==> src/rtl/core/b64c_pkg.sv <==
`timescale 1ns / 1ps

package b64c_pkg;

  // Direction register codes.
  localparam logic DIR_ENCODE = 1'b0;
  localparam logic DIR_DECODE = 1'b1;

  localparam logic [7:0] PAD_CHAR = 8'h3d;

  // Codec state carried from item to item.
  typedef struct packed {
    logic [23:0] group_bits;
    logic [1:0]  group_count;
    logic        decode_stopped;
  } b64c_state_t;

  // All beats produced by one input item.
  typedef struct packed {
    logic [3:0][7:0] bytes;
    logic [2:0]      count;
    logic            has_data;
    logic            msg_end;
  } b64c_group_t;

  // Six-bit value to alphabet character.
  function automatic logic [7:0] enc_char(input logic [5:0] v);
    logic [7:0] w;
    begin
      w = {2'b00, v};
      if (v < 6'd26) begin
        enc_char = 8'h41 + w;
      end else if (v < 6'd52) begin
        enc_char = 8'h61 + (w - 8'd26);
      end else if (v < 6'd62) begin
        enc_char = 8'h30 + (w - 8'd52);
      end else if (v == 6'd62) begin
        enc_char = 8'h2b;
      end else begin
        enc_char = 8'h2f;
      end
    end
  endfunction

  // Character to {valid, six-bit value}; valid is low outside the alphabet.
  function automatic logic [6:0] dec_char(input logic [7:0] c);
    logic [7:0] t;
    begin
      t = 8'h00;
      dec_char = 7'h00;
      if (c >= 8'h41 && c <= 8'h5a) begin
        t = c - 8'h41;
        dec_char = {1'b1, t[5:0]};
      end else if (c >= 8'h61 && c <= 8'h7a) begin
        t = c - 8'h61 + 8'd26;
        dec_char = {1'b1, t[5:0]};
      end else if (c >= 8'h30 && c <= 8'h39) begin
        t = c - 8'h30 + 8'd52;
        dec_char = {1'b1, t[5:0]};
      end else if (c == 8'h2b) begin
        dec_char = {1'b1, 6'd62};
      end else if (c == 8'h2f) begin
        dec_char = {1'b1, 6'd63};
      end
    end
  endfunction

endpackage

==> src/rtl/core/b64c_step.sv <==
`timescale 1ns / 1ps

// Combinational step: folds one item into the codec state and forms its beats.
module b64c_step (
  input  logic                 direction,
  input  b64c_pkg::b64c_state_t cur,
  input  logic [7:0]           in_byte,
  input  logic                 in_present,
  input  logic                 in_last,
  output b64c_pkg::b64c_state_t nxt,
  output b64c_pkg::b64c_group_t res
);
  import b64c_pkg::*;

  logic [23:0] bits1;
  logic [23:0] tail;
  logic [2:0]  cnt1;
  logic        stop;
  logic [6:0]  dv;

  always_comb begin
    res   = '0;
    nxt   = cur;
    bits1 = cur.group_bits;
    cnt1  = {1'b0, cur.group_count};
    stop  = cur.decode_stopped;
    tail  = '0;
    dv    = dec_char(in_byte);

    if (direction == DIR_ENCODE) begin
      // Gather bytes; a full group gives four characters.
      if (in_present) begin
        bits1 = {cur.group_bits[15:0], in_byte};
        cnt1  = cnt1 + 3'd1;
      end
      if (cnt1 == 3'd3) begin
        res.bytes[0] = enc_char(bits1[23:18]);
        res.bytes[1] = enc_char(bits1[17:12]);
        res.bytes[2] = enc_char(bits1[11:6]);
        res.bytes[3] = enc_char(bits1[5:0]);
        res.count    = 3'd4;
        bits1        = '0;
        cnt1         = '0;
      end else if (in_last && cnt1 != 3'd0) begin
        // Partial group at the end of the message: pad with '='.
        tail = (cnt1 == 3'd1) ? {bits1[7:0], 16'h0000} : {bits1[15:0], 8'h00};
        res.bytes[0] = enc_char(tail[23:18]);
        res.bytes[1] = enc_char(tail[17:12]);
        res.bytes[2] = (cnt1 == 3'd2) ? enc_char(tail[11:6]) : PAD_CHAR;
        res.bytes[3] = PAD_CHAR;
        res.count    = 3'd4;
      end
    end else begin
      // Gather characters until a pad or a bad character stops decoding.
      if (in_present && !cur.decode_stopped) begin
        if (!dv[6]) begin
          stop = 1'b1;
        end else begin
          bits1 = {cur.group_bits[17:0], dv[5:0]};
          cnt1  = {1'b0, cur.group_count + 2'd1};
          if (cnt1 == 3'd0) begin
            res.bytes[0] = bits1[23:16];
            res.bytes[1] = bits1[15:8];
            res.bytes[2] = bits1[7:0];
            res.count    = 3'd3;
            bits1        = '0;
          end
        end
      end
      // Leftover characters at the end give one or two bytes.
      if (in_last && cnt1 == 3'd2) begin
        res.bytes[0] = bits1[11:4];
        res.count    = 3'd1;
      end else if (in_last && cnt1 == 3'd3) begin
        res.bytes[0] = bits1[17:10];
        res.bytes[1] = bits1[9:2];
        res.count    = 3'd2;
      end
    end

    nxt.group_bits     = bits1;
    nxt.group_count    = cnt1[1:0];
    nxt.decode_stopped = stop;
    res.has_data       = 1'b1;

    // The end of a message closes the run; an empty one gives a bare marker.
    if (in_last) begin
      if (res.count == 3'd0) begin
        res.count    = 3'd1;
        res.has_data = 1'b0;
      end
      res.msg_end = 1'b1;
      nxt         = '0;
    end
  end

endmodule

==> src/rtl/core/base64_codec_unit.sv <==
`timescale 1ns / 1ps

// Channel   Dir  Beat contents
// s_axis    in   tdata: data_byte; tuser: byte_present; tlast: last_item
// m_axis    out  tdata: out_byte; tuser: byte_valid, run_last; tlast: message_end
// cfg       in   cfg_we, cfg_wdata: direction (write clears the partial group)
//
// An input beat passes the input register, then the beat group register, before
// its first output beat. The serializer sends an item's beats one at a time
// (four for a full encoded group), while the input register takes the next item.
// Reset clears the state, the input register and the beat group register.
// Output stalls back up through the group register into the input register.
module base64_codec_unit (
  input  logic       clk,
  input  logic       rst,
  input  logic       cfg_we,
  input  logic       cfg_wdata,
  input  logic       s_axis_tvalid,
  output logic       s_axis_tready,
  input  logic [7:0] s_axis_tdata,   // [7:0] data_byte
  input  logic       s_axis_tuser,   // [0] byte_present
  input  logic       s_axis_tlast,
  output logic       m_axis_tvalid,
  input  logic       m_axis_tready,
  output logic [7:0] m_axis_tdata,   // [7:0] out_byte
  output logic [1:0] m_axis_tuser,   // [0] byte_valid, [1] run_last
  output logic       m_axis_tlast
);
  import b64c_pkg::*;

  logic        direction;
  b64c_state_t state;
  b64c_state_t state_next;
  b64c_group_t step_res;
  b64c_group_t grp;
  logic        grp_valid;
  logic [1:0]  idx;
  logic        in_valid;
  logic [7:0]  in_byte;
  logic        in_present;
  logic        in_last;
  logic        last_beat;
  logic        out_fire;
  logic        grp_free;
  logic        proc;
  logic        in_fire;

  b64c_step u_step (
    .direction (direction),
    .cur       (state),
    .in_byte   (in_byte),
    .in_present(in_present),
    .in_last   (in_last),
    .nxt       (state_next),
    .res       (step_res)
  );

  // Handshake control.
  assign last_beat     = (({1'b0, idx} + 3'd1) == grp.count);
  assign out_fire      = m_axis_tvalid && m_axis_tready;
  assign grp_free      = !grp_valid || (out_fire && last_beat);
  assign proc          = in_valid && grp_free;
  assign s_axis_tready = !in_valid || proc;
  assign in_fire       = s_axis_tvalid && s_axis_tready;

  // Output beat from the group register.
  assign m_axis_tvalid = grp_valid;
  assign m_axis_tdata  = grp.bytes[idx];
  assign m_axis_tuser  = {last_beat, grp.has_data};
  assign m_axis_tlast  = grp.msg_end && last_beat;

  // Input register.
  always_ff @(posedge clk) begin
    if (rst) begin
      in_valid <= 1'b0;
    end else if (in_fire) begin
      in_valid <= 1'b1;
    end else if (proc) begin
      in_valid <= 1'b0;
    end
  end

  always_ff @(posedge clk) begin
    if (in_fire) begin
      in_byte    <= s_axis_tdata;
      in_present <= s_axis_tuser;
      in_last    <= s_axis_tlast;
    end
  end

  // Direction register and codec state; a configuration write aborts the message.
  always_ff @(posedge clk) begin
    if (rst) begin
      direction <= DIR_ENCODE;
      state     <= '0;
    end else if (cfg_we) begin
      direction <= cfg_wdata;
      state     <= '0;
    end else if (proc) begin
      state <= state_next;
    end
  end

  // Beat group register and serializer index.
  always_ff @(posedge clk) begin
    if (rst) begin
      grp_valid <= 1'b0;
      idx       <= '0;
    end else if (proc) begin
      grp_valid <= (step_res.count != 3'd0);
      idx       <= '0;
    end else if (out_fire) begin
      if (last_beat) begin
        grp_valid <= 1'b0;
        idx       <= '0;
      end else begin
        idx <= idx + 2'd1;
      end
    end
  end

  always_ff @(posedge clk) begin
    if (proc) begin
      grp <= step_res;
    end
  end

endmodule

==> config.mk <==
export PLATFORM = sky130hd
export DESIGN_NAME = base64_codec_unit
export DESIGN_NICKNAME = d
export VERILOG_FILES = /design/src/rtl/core/b64c_pkg.sv /design/src/rtl/core/b64c_step.sv /design/src/rtl/core/base64_codec_unit.sv
export SDC_FILE = /design/constraint.sdc
export NUM_CORES = 1
export LEC_CHECK = 0
export BUFFER_PORTS_ARGS = -buffer_cell sky130_fd_sc_hd__buf_2
export CAP_MARGIN = 0
export CORE_MARGIN = 1
export CORE_UTILIZATION = 40
export CTS_CLUSTER_DIAMETER = 50
export DETAILED_ROUTE_END_ITERATION = 10
export PLACE_DENSITY = 0.54
export SLEW_MARGIN = 10
export SYNTH_ARGS = -nofsm -noshare
export SYNTH_HDL_FRONTEND = slang
export SYNTH_SLANG_ARGS = --single-unit
export TNS_END_PERCENT = 100
==> constraint.sdc <==
create_clock -name clk -period 3.57 [get_ports clk]
set_clock_uncertainty 0.15 [all_clocks]
set_input_delay 0.357 -clock clk [delete_from_list [all_inputs] [get_ports clk]]
set_output_delay 0.357 -clock clk [all_outputs]
set_load 0.05 [all_outputs]
Word-level counts from Yosys, hierarchy flattened
Cells that the tools add are included.
{ "word_totals": {"in_bits": 16, "register_bits": 79, "out_inout_bits": 13, "elab_cells": 211} }
{ "op_classes": {"muxes": 72, "n_addsub": 44, "order_cmp": 28, "n_reduce_logical": 31, "n_eq_ne": 18} }
{ "op_table": {"columns": ["operator", "count"], "rows": [
  ["$mux 24", 8],
  ["$mux 8", 24],
  ["$mux 27", 5],
  ["$lt 6x6->1 const B", 14],
  ["$add 6x8->8 const A", 7],
  ["$add 7x6->8 const A", 7],
  ["$add 7x8->8 const A", 7],
  ["$sub 6x5->7 const B", 7],
  ["$sub 6x6->7 const B", 7],
  ["$eq 6x6->1 const B", 7],
  ["$lt 6x5->1 const B", 7],
  ["$mux 35", 1],
  ["$mux 7", 5],
  ["$mux 3", 11],
  ["$mux 33", 1],
  ["$mux 19", 1],
  ["$bmux 8 s2", 1],
  ["$eq 8x6->1 const B", 2],
  ["$ge 8x7->1 const B", 2],
  ["$le 8x7->1 const B", 2],
  ["$eq 3x2->1 const B", 4],
  ["$logic_and 1x1->1", 12],
  ["$sub 6x6->6 const B", 2],
  ["$mux 11", 1],
  ["other kinds (26)", 48]
]} }

Logic depth before layout (Yosys ltp)
Gate-level depths: netlist of run 1.
{ "logic_depth": {"word_depth": 19, "mapped_depth": 15, "depth_no_buf": 13} }

Hierarchy
Synthesis of run 1 repeated with hierarchy kept, for this count alone.
{ "unflattened": {"hier_cells": 1127, "hier_area_um2": 9426.5} }
{ "by_module_without_submodules": {"columns": ["module", "n_inst", "area_per_inst_um2", "cells_per_inst", "seq_area_each_um2"], "rows": [
  ["b64c_step", 1, 6431.2, 917, 0.0],
  ["base64_codec_unit", 1, 2995.4, 210, 2052.0]
]} }

Least setup slack after synthesis of run 1
Ideal clock, no wire load.
{ "synth_path": {"path_kind": "flip-flop to flip-flop", "startpoint": "register state[1] in the netlist's numbering", "endpoint": "register grp[9] in the netlist's numbering (data pin)", "t_required_ps": 3263, "stages_incl_launch_ff": 14, "setup_ps": 157, "period_less_slack_ps": 3858, "n_path_buf": 2, "arrival_ps": 3552, "path_slack_ps": -288, "cell_sequence": "dfxtp_1 > ha_1 > clkbuf_2 > or4b_4 > buf_6 > nand3_1 > a21boi_0 > ha_1 > nand3b_1 > or3_1 > and2_1 > or3_1 > a31o_1 > a32oi_1"} }
{ "synth_rtl": {"columns": ["element", "line_no", "rtl"], "rows": [
  ["start: declaration", "base64_codec_unit.sv:32", "b64c_state_t state;"],
  ["start signal: assignment", "base64_codec_unit.sv:100", "state <= state_next;"],
  ["end signal: assignment", "base64_codec_unit.sv:124", "grp <= step_res;"],
  ["end: declaration", "base64_codec_unit.sv:35", "b64c_group_t grp;"]
]} }

==> reports/qor.yml, run 1 <==
placed_design:
  dp.cells: 1458
  gp_congestion: 1.023
  dp_hpwl_microns: 26740
  numPortBuffers: 28
detailed_routing:
  detail_route.wl_per_cell_microns: 23.08
  drc: 0
  initialDrtViolationCount: 1199
  vias: 9291
  drtPass1Iterations: 5
  wirelength_microns: 34290
  ant_nets: 0
  via_per_inst: 6.252
sta:
  finalSetupTns_ps: -63.61
  period_share_pct: 101.8
  rsz0062_at_grt: "yes"
  tightest_slew_ps: 927.4
  slew_viol_final: 0
  holdWs_ps: 30.13
  setup_viol: 1
  slew_headroom_pct: 38.18
  period_minus_slack_ps: 3634
  hold_viol_final: 0
  setup_ws_ps: -63.61
  fmaxAchievable_ghz: 0.2752
yosys:
  synth_area_sq_um: 8985
  avgSynthCellArea_sq_um: 8.389
  synth_ff_type: "edfxtp_1"
  synth_cells: 1071
  synth_edf_count: 47
  ys_ff_latch: 79
  seq_area_frac_synth_pct: 22.84
  ys_types: 103
  synth_fp_nets: 1163
  yosys_warnings: 0
  async_flop_share_pct: 0
cts:
  tritoncts: "yes"
  cts_buffers: 9
  cts_sinks: 79
  cts.htree.levels: 3
  cts-root-buf: "clkbuf_16"
  path_clk_slew_ps: 80
  clock_latency_ps: 360
  clockBufferDepth: 2
finish:
  drive_gt1_share_pct: 24.23
  area.growth.synth_to_final_pct: 20.93
  fillers: 2176
  nets: 1292
  mostFrequentLayoutCells: "buf_4, nand2_1, a21oi_1, ha_1, o21ai_0"
  fin_util_pct: 49.63
  final_cells: 1486
  layout_commonest_cell: "buf_4"
grt:
  antenna_found_initial: 2
  grt_overflow_total: 0
  grt_pass1_wl_microns: 52300
  grt_pass1_vias: 8790
  grt_max_degree: 46
  grt_use_total_pct: 29.14
floorplanning:
  fp.dieW_microns: 151.9
  start_util_pct: 41.04
  core_region_area_sq_um: 21890
  die_h_microns: 151.9
  fp.dieArea_sq_um: 23070
  num_rows: 54
  io_pins: 29
job:
  drv_cap: 0
critical_path:
  cp_data_arrival_time_ps: 3670
  worstSetupPathType: "register to register"
  cp.required_ps: 3600
  start_kind: "register"
  end_kind: "register"
  critical_path.max_fanout: 5
run_status:
  run_status: "finished with violations"
  violations: "setup timing"
min_path:
  hp-class: "input pin to register"
power_and_ir_drop:
  leakagePower_uw: 0.004201
  p_per_area_nw_per_um2: 295.9
  ir_drop_mv: 0.2950
logic make-up after synthesis:
family | Yosys count | synth area share [%]
compound gates | 355 | 26.84
simple gates | 325 | 18.95
buf+inv | 106 | 5.292
flops | 79 | 22.84
fa+ha+maj | 77 | 10.69
xor+xnor | 73 | 7.269
mux | 56 | 8.119
layer usage:
metal / global-route usage [%] / routed length (microns) / vias to the layer above / share of wire (%)
li1: - / - / 4318 / -
met1: 41.27 / 14950 / 4386 / 44
met2: 43.83 / 14780 / 496 / 43
met3: 4.820 / 3143 / 89 / 9.2
met4: 11.71 / 1405 / 2 / 4.1
met5: 0 / 13 / - / 0.038
critical path, stage by stage (launching register included):
cell and delay, ps:
dfxtp_4 360, ha_4 250, or4b_4 560, a21oi_4 200
nor2_4 70, inv_2 120, ha_4 140, or4b_4 480
a311oi_4 310, nor2_4 80, or3_1 350, a31o_1 200
a32oi_1 160
report_power, final:
| group | internal [uW] | total, uW | switching, uW | leakage (uW) |
|---|---|---|---|---|
| clock network | 631 | 1060 | 434 | 0.000165 |
| registers | 1010 | 1050 | 40.2 | 0.000723 |
| logic | 440 | 1100 | 656 | 0.00331 |
cell type report:
type                       instances  area (sq um)  area share (%)
antenna                            1         2.502         0.02303
clock buffer                       9         225.2           2.073
clock inverter                     7         108.9           1.002
inverter                          47         177.7           1.635
multi-input combinational        886          6638           61.09
sequential                        79          2059           18.95
tap                              280         350.3           3.224
timing repair buffer             177          1304           12.00
stage by stage:
step	power (uW)	area (sq um)	worst slack, ps
2_1_floorplan	1740	9042	8.226
3_3_place_gp	2107	10300	32.42
3_5_place_dp	2103	10300	-31.37
4_1_cts	3166	10660	17.17
5_1_grt	3358	10860	-127.1
6_report	3215	10870	-63.61
path summary, 6_finish.rpt:
kind / from / end / slack (ps) / cells after the start
worst max-delay path: state[2] / grp[9] / -60 / 12
worst min-delay path: s_axis_tdata[6] / in_byte[6] / 30 / 1
worst max register to register: state[2] / grp[9] / -60 / 12
worst min register to register: state[21] / state[21] / 370 / 2
cell usage after synthesis, types with 13 or more instances:
cell type  count  share of area, %
mux2_2        26               3.3
dfxtp_1       32               7.1
nand3_1       25               1.4
a211oi_1      21               1.8
buf_2         15              0.84
nand2_1       87               3.6
edfxtp_1      47                16
nor3_1        36               2.0
o211ai_1      23               1.9
xnor2_1       52               5.1
nand2b_1      13              0.91
a221oi_1      18               1.8
clkbuf_1      32               1.3
inv_1         39               1.6
ha_1          76                11
a31oi_1       16               1.1
a21oi_1       82               4.6
nor2b_1       16               1.1
xor2_1        20               1.9
mux2i_1       14               1.6
nor2_1        63               2.6
o21ai_0       71               4.0
repair_timing:
item                                    in CTS  in global routing
buffers inserted                             0                 11
endpoints found under the setup margin       2                 10
resized for setup                            5                 24
hold buffers                                 0                  0
pin swaps                                    0                 10
sequential cells by signal (all words and copies together), names as in the netlist:
name / cells
grp: 36
state: 27
in_byte: 8
idx: 2
direction: 1
in_last: 1
in_present: 1
in_valid: 1
m_axis_tuser: 1
m_axis_tvalid: 1
Note: power is estimated with default switching activity, not from simulation.
==> run 2, diff against run 1 <==
Settings changed: CAP_MARGIN 0 to default.
Clock period 3.57 ns to 2.95 ns, I/O delays scaled along.
==> run 2 against run 1 <==
Compared with the run above:
- the run still ends with setup timing left
- largest cell class unchanged
- highest routed layer is now met4
- utilization rose by 12 points
- first-iteration DRC count fell by 35%
- power rose by 35%
- critical endpoint unchanged
- sequential share of layout area fell by 3.8 points
- fmax rose by 4.4%
- sequential power rose by 21%
==> reports/qor.yml, run 2 (synthesis results as in run 1) <==
cts:
  clockBufferDepth: 2  # unchanged
  cts_buffers: 9  # unchanged
  cts.htree.levels: 3  # unchanged
  path_clk_slew_ps: 70  # about the same
  cts_sinks: 79  # unchanged
  tritoncts: "yes"
  cts-root-buf: "clkbuf_16"
  clock_latency_ps: 350  # about the same
critical_path:
  cp.required_ps: 3000  # -600 ps
  critical_path.max_fanout: 6  # +1
  worstSetupPathType: "register to register"
  end_kind: "register"
  crit_path_end: "grp[9]"
  r2r-start: "state[2]"
  startpoint: "state[2]"
  r2r-end: "grp[9]"
  r2r_slack_ps: -530  # -470 ps
  reg2reg_depth: 12  # unchanged
  cp_data_arrival_time_ps: 3530  # -140 ps
  start_kind: "register"
placed_design:
  dp_hpwl_microns: 29080  # +8.8%
  dpl_cell_area_sq_um: 12060  # +17%
  gp_congestion: 1.001  # -2.2%
  dp.cells: 1664  # +14%
  numPortBuffers: 28  # unchanged
sta:
  period_minus_slack_ps: 3481  # -152.5 ps
  tightest_slew_ps: 838.3  # -89.08 ps
  fmaxAchievable_ghz: 0.2873  # +4.4%
  setup_ws_ps: -531.1  # -467.5 ps
  rsz0062_at_grt: "yes"
  slew_viol_final: 0  # unchanged
  finalSetupTns_ps: -5673  # -5609 ps
  slew_headroom_pct: 43.91  # +5.7 points
  setup_viol: 18  # +17
  period_share_pct: 118.0  # +16 points
  hold_viol_final: 0  # unchanged
power_and_ir_drop:
  ir_drop_mv: 0.2815  # -4.6%
  leakagePower_uw: 0.005535  # +32%
  p_per_area_nw_per_um2: 320.5  # +8.3%
floorplanning:
  fp.dieW_microns: 151.9  # unchanged
  core_region_area_sq_um: 21890  # unchanged
  start_util_pct: 41.04  # unchanged
  io_pins: 29  # unchanged
  die_h_microns: 151.9  # unchanged
  fp.dieArea_sq_um: 23070  # unchanged
  num_rows: 54  # unchanged
detailed_routing:
  drtPass1Iterations: 6  # +1
  detail_route.wl_per_cell_microns: 21.69  # -6.0%
  via_per_inst: 5.963  # -4.6%
  vias: 10240  # +10%
  drc: 0  # unchanged
  wirelength_microns: 37260  # +8.7%
  ant_nets: 0  # unchanged
  initialDrtViolationCount: 785  # -35%
finish:
  layout_commonest_cell: "buf_4"
  fillers: 1894  # -13%
  mostFrequentLayoutCells: "buf_4, nand2_1, a21oi_1, nor2_1, o21ai_0"
  fin_util_pct: 61.81  # +12 points
  final_cells: 1718  # +16%
  nets: 1525  # +18%
  largestRegisters: "grp x36, state x27, in_byte x8"
  fin_area_sq_um: 13530  # +25%
  largest_reg_flops: 36  # unchanged
  drive_gt1_share_pct: 44.44  # +20 points
  area.growth.synth_to_final_pct: 50.61
  antennaDiodeCount: 0  # -1
  top_register: "grp"
grt:
  grt_max_degree: 39  # -15%
  grt_pass1_vias: 9627  # +9.5%
  antenna_found_initial: 0  # -2
  grt_pass1_wl_microns: 56880  # +8.8%
  grt_use_total_pct: 31.61  # +2.5 points
  grt_overflow_total: 0  # unchanged
min_path:
  hp-class: "input pin to register"
run_status:
  run_status: "finished with violations"
  violations: "setup timing"
job:
  drv_cap: 0  # unchanged
## run 2: cell count changes in the layout (fill, tap and decap cells not counted), sizes merged
cell	change
inv	-4
diode	-1
dlygate4sd3	+9
clkbuf	+1
clkinv	+1
buf	+223
clkinvlp	+3
## run 2: how the worst min path moves through the flow
stage / slack (ps) / end / start / depth (start not counted)
CTS: 10 / in_present / s_axis_tuser / 1
global route: 4 / in_present / s_axis_tuser / 1
detailed placement: 320 / in_byte[3] / s_axis_tdata[3] / 1
global placement: 320 / in_byte[2] / s_axis_tdata[2] / 1
floorplan: 210 / in_valid / rst / 1
finish: 8 / in_present / s_axis_tuser / 1
## run 2: metal layers
layer	vias up	global-route usage [%]	wire length, microns
met5	-	0	0
met4	0	14.29	1753
met3	87	4.792	2887
met2	482	48.77	16590
met1	4880	43.43	16030
li1	4795	-	-
## run 2: repair_timing
action | CTS | global route
setup buffers | 13 | 15
gates resized for setup | 87 | 94
hold endpoints to repair | 9 | 0
gates cloned | 0 | 1
hold buffers | 9 | 0
pin swaps | 34 | 36
endpoints found under the setup margin | 28 | 54
## run 2: cell type report
cell class                      instances  area, sq um  area share (%)
Sequential cell                        79         2054           15.18
Multi-Input combinational cell        886         7472           55.22
Inverter                               47        190.2           1.405
Clock inverter                          7        95.09          0.7027
Tap cell                              280        350.3           2.589
Clock buffer                            9        225.2           1.664
Timing Repair Buffer                  410         3144           23.24
## run 2: per-stage QoR
| step | hold slack (ps) | setup WS, ps | power [uW] |
|---|---|---|---|
| global placement | 321.0 | -466.9 | 2830 |
| global route | 4.093 | -617.3 | 4497 |
| finish | 8.211 | -531.1 | 4337 |
| floorplan | 214.1 | -597.2 | 2154 |
| detailed placement | 323.1 | -543.2 | 2839 |
| CTS | 11.75 | -492.3 | 4197 |
## run 2: where the power goes
group | switching, uW | internal [uW] | total (uW)
sequential | 39.7 | 1230 | 1270
clock | 502 | 742 | 1240
combinational | 974 | 850 | 1820
## run 2: worst max-delay path, cell delays in order (launching register included)
cell and delay [ps]:
dfxtp_2 340, ha_4 230, or4b_4 550, a21oi_4 180
nor2_4 60, inv_2 80, ha_4 140, or4b_4 490
a311oi_4 320, nor2_4 60, or3_1 350, a31o_1 200
a32oi_1 160
==> run 3, diff against run 2 <==
Settings changed: GPL_ROUTABILITY_DRIVEN from default to 0, SETUP_SLACK_MARGIN from default to 0.1, SKIP_LAST_GASP from default to 1.
==> run 3 against run 2 <==
Compared with the run above:
- the flow still finishes with violations (setup timing)
- register-to-register slack got worse by 40 ps
- power increased by 4.2%
- count of clock-buffer cells in the layout unchanged
- via count increased by 4.6%
- die area unchanged
- utilization increased by 5.7 points
- critical path depth unchanged
- cell count increased by 2.9%
- routed wire length increased by 7.1%
- first-iteration DRC count increased by 52%
- design area increased by 9.2%
- setup slack got worse by 35 ps
==> reports/qor.yml, run 3 (synthesis results as in run 1) <==
run_status:
  run_status: "finished with violations"
  violations: "setup timing"
cts:
  path_clk_slew_ps: 70  # about the same
  clock_latency_ps: 360  # about the same
  clockBufferDepth: 2  # unchanged
  tritoncts: "yes"
  cts_buffers: 9  # unchanged
  cts-root-buf: "clkbuf_16"
  cts_sinks: 79  # unchanged
  cts.htree.levels: 3  # unchanged
finish:
  nets: 1574  # +3.2%
  largestRegisters: "grp x36, state x27, in_byte x8"
  top_register: "grp"
  layout_commonest_cell: "buf_4"
  final_cells: 1767  # +2.9%
  mostFrequentLayoutCells: "buf_4, nand2_1, nor2_1, a21oi_1, o21ai_0"
  antennaDiodeCount: 0  # unchanged
  drive_gt1_share_pct: 50.77  # +6.3 points
  area.growth.synth_to_final_pct: 64.45
  fin_area_sq_um: 14780  # +9.2%
  largest_reg_flops: 36  # unchanged
grt:
  grt_pass1_wl_microns: 58490  # +2.8%
  grt_overflow_total: 0  # unchanged
  grt_pass1_vias: 9954  # +3.4%
  antenna_found_initial: 0  # unchanged
  grt_max_degree: 41  # +5.1%
  grt_use_total_pct: 32.33  # +0.73 points
floorplanning:
  core_region_area_sq_um: 21890  # unchanged
  fp.dieW_microns: 151.9  # unchanged
  io_pins: 29  # unchanged
  fp.dieArea_sq_um: 23070  # unchanged
  num_rows: 54  # unchanged
  start_util_pct: 41.04  # unchanged
  die_h_microns: 151.9  # unchanged
critical_path:
  cp.required_ps: 2880  # -120 ps
  start_kind: "register"
  cp_data_arrival_time_ps: 3450  # -80 ps
  critical_path.max_fanout: 5  # -1
  worstSetupPathType: "register to register"
  r2r-end: "grp[11]"
  cp_slowest_cell: "or4b_4"
  reg2reg_depth: 12  # unchanged
  end_kind: "register"
  r2r_slack_ps: -570  # -40 ps
  r2r-start: "state[2]"
  critPathMaxStageDelay_ps: 580  # +30 ps
  crit_chain: "ha_4 > or4b_4 > a21oi_4 > nor2_4 > inv_2 > ha_4 > or4b_4 > o2111a_1 > a211oi_2 > o32ai_2 > a222oi_1 > o21ai_1"
detailed_routing:
  ant_nets: 0  # unchanged
  wirelength_microns: 39920  # +7.1%
  initialDrtViolationCount: 1197  # +52%
  drc: 0  # unchanged
  vias: 10720  # +4.6%
  detail_route.wl_per_cell_microns: 22.59  # +4.2%
  drtPass1Iterations: 6  # unchanged
  via_per_inst: 6.066  # +1.7%
min_path:
  hp-start: "s_axis_tuser"
  holdPathEnd: "in_present"
  hp-class: "input pin to register"
  hold_depth: 1  # unchanged
sta:
  period_minus_slack_ps: 3516  # +35.17 ps
  finalSetupTns_ps: -7296  # -1623 ps
  period_share_pct: 119.2  # +1.2 points
  slew_viol_final: 0  # unchanged
  setup_ws_ps: -566.2  # -35.17 ps
  tightest_slew_ps: 981.3  # +143.0 ps
  holdWs_ps: 16.21  # +8.001 ps
  fmaxAchievable_ghz: 0.2844  # -1.0%
  slew_headroom_pct: 33.29  # -11 points
  rsz0062_at_grt: "yes"
  hold_viol_final: 0  # unchanged
  setup_viol: 23  # +5
placed_design:
  numPortBuffers: 28  # unchanged
  dp.cells: 1671  # +0.42%
  dp_slack_ps: -525.8  # +17.48 ps
  dp_hpwl_microns: 28870  # -0.72%
  dpl_cell_area_sq_um: 12230  # +1.5%
power_and_ir_drop:
  p_per_area_nw_per_um2: 305.7  # -4.6%
  leakagePower_uw: 0.005971  # +7.9%
  ir_drop_mv: 0.2295  # -18%
job:
  drv_cap: 0  # unchanged
==> run 3: changes by cell type in the layout (fill, tap and decap cells not counted), sizes merged <==
cell      delta
clkbuf       -1
bufinv       -2
inv          +3
and2         +1
buf         +49
clkinv       +1
clkinvlp     -2
==> run 3: area by class of cell <==
| cell class | count | area (sq um) |
|---|---|---|
| inverters | 47 | 212.7 |
| clock inverters | 7 | 72.57 |
| repair buffers | 458 | 3755 |
| flip-flops and latches | 79 | 2057 |
| fillers | 1692 | 7116 |
| well taps | 280 | 350.3 |
| multi-input cells | 887 | 8103 |
| clock buffers | 9 | 225.2 |
==> run 3: per-layer routing <==
metal	up-vias	share of wire (%)	GRT usage (%)
met4	0	4.6	12.67
met5	-	0	0
met2	516	46	50.89
li1	4890	-	-
met1	5187	42	44.82
met3	125	8.0	4.164
==> run 3: what timing repair did <==
item,4_1_cts,5_1_grt
hold buffers,9,0
pin swaps,62,103
gates cloned,0,1
setup buffers,29,54
gates resized for setup,140,194
hold endpoints to repair,9,0
setup endpoints to repair,44,57
==> run 3: per-stage QoR <==
stage	util, %	total power, uW
3_3_place_gp	55.89	2850
4_1_cts	61.37	4153
3_5_place_dp	55.89	2859
5_1_grt	67.50	4672
2_1_floorplan	-	2162
6_report	67.50	4517
==> run 3: worst max path at each step <==
| stage | from | endpoint | cells past startpoint |
|---|---|---|---|
| floorplan | state[2] | grp[9] | 14 |
| global placement | state[2] | grp[5] | 12 |
| detailed placement | state[2] | grp[11] | 12 |
| CTS | state[2] | grp[11] | 12 |
| global route | state[1] | grp[11] | 14 |
| finish | state[2] | grp[11] | 12 |
==> run 3: report_power, final <==
group | switching (uW) | total [uW] | leakage (uW) | internal [uW]
Combinational | 1090 | 2100 | 0.00511 | 1010
Sequential | 42.1 | 1270 | 0.000722 | 1230
Clock | 550 | 1150 | 0.000144 | 599
Total | 1680 | 4520 | 0.00597 | 2840
==> run 3: critical path: cells and delay by family (launching register included) <==
kind	cells	cell delay [ps]
adders and majority gates	2	370
buffers and inverters	1	80
AOI/OAI and AO/OA	6	1170
and+or+nand+nor	3	1130
DFF	1	340
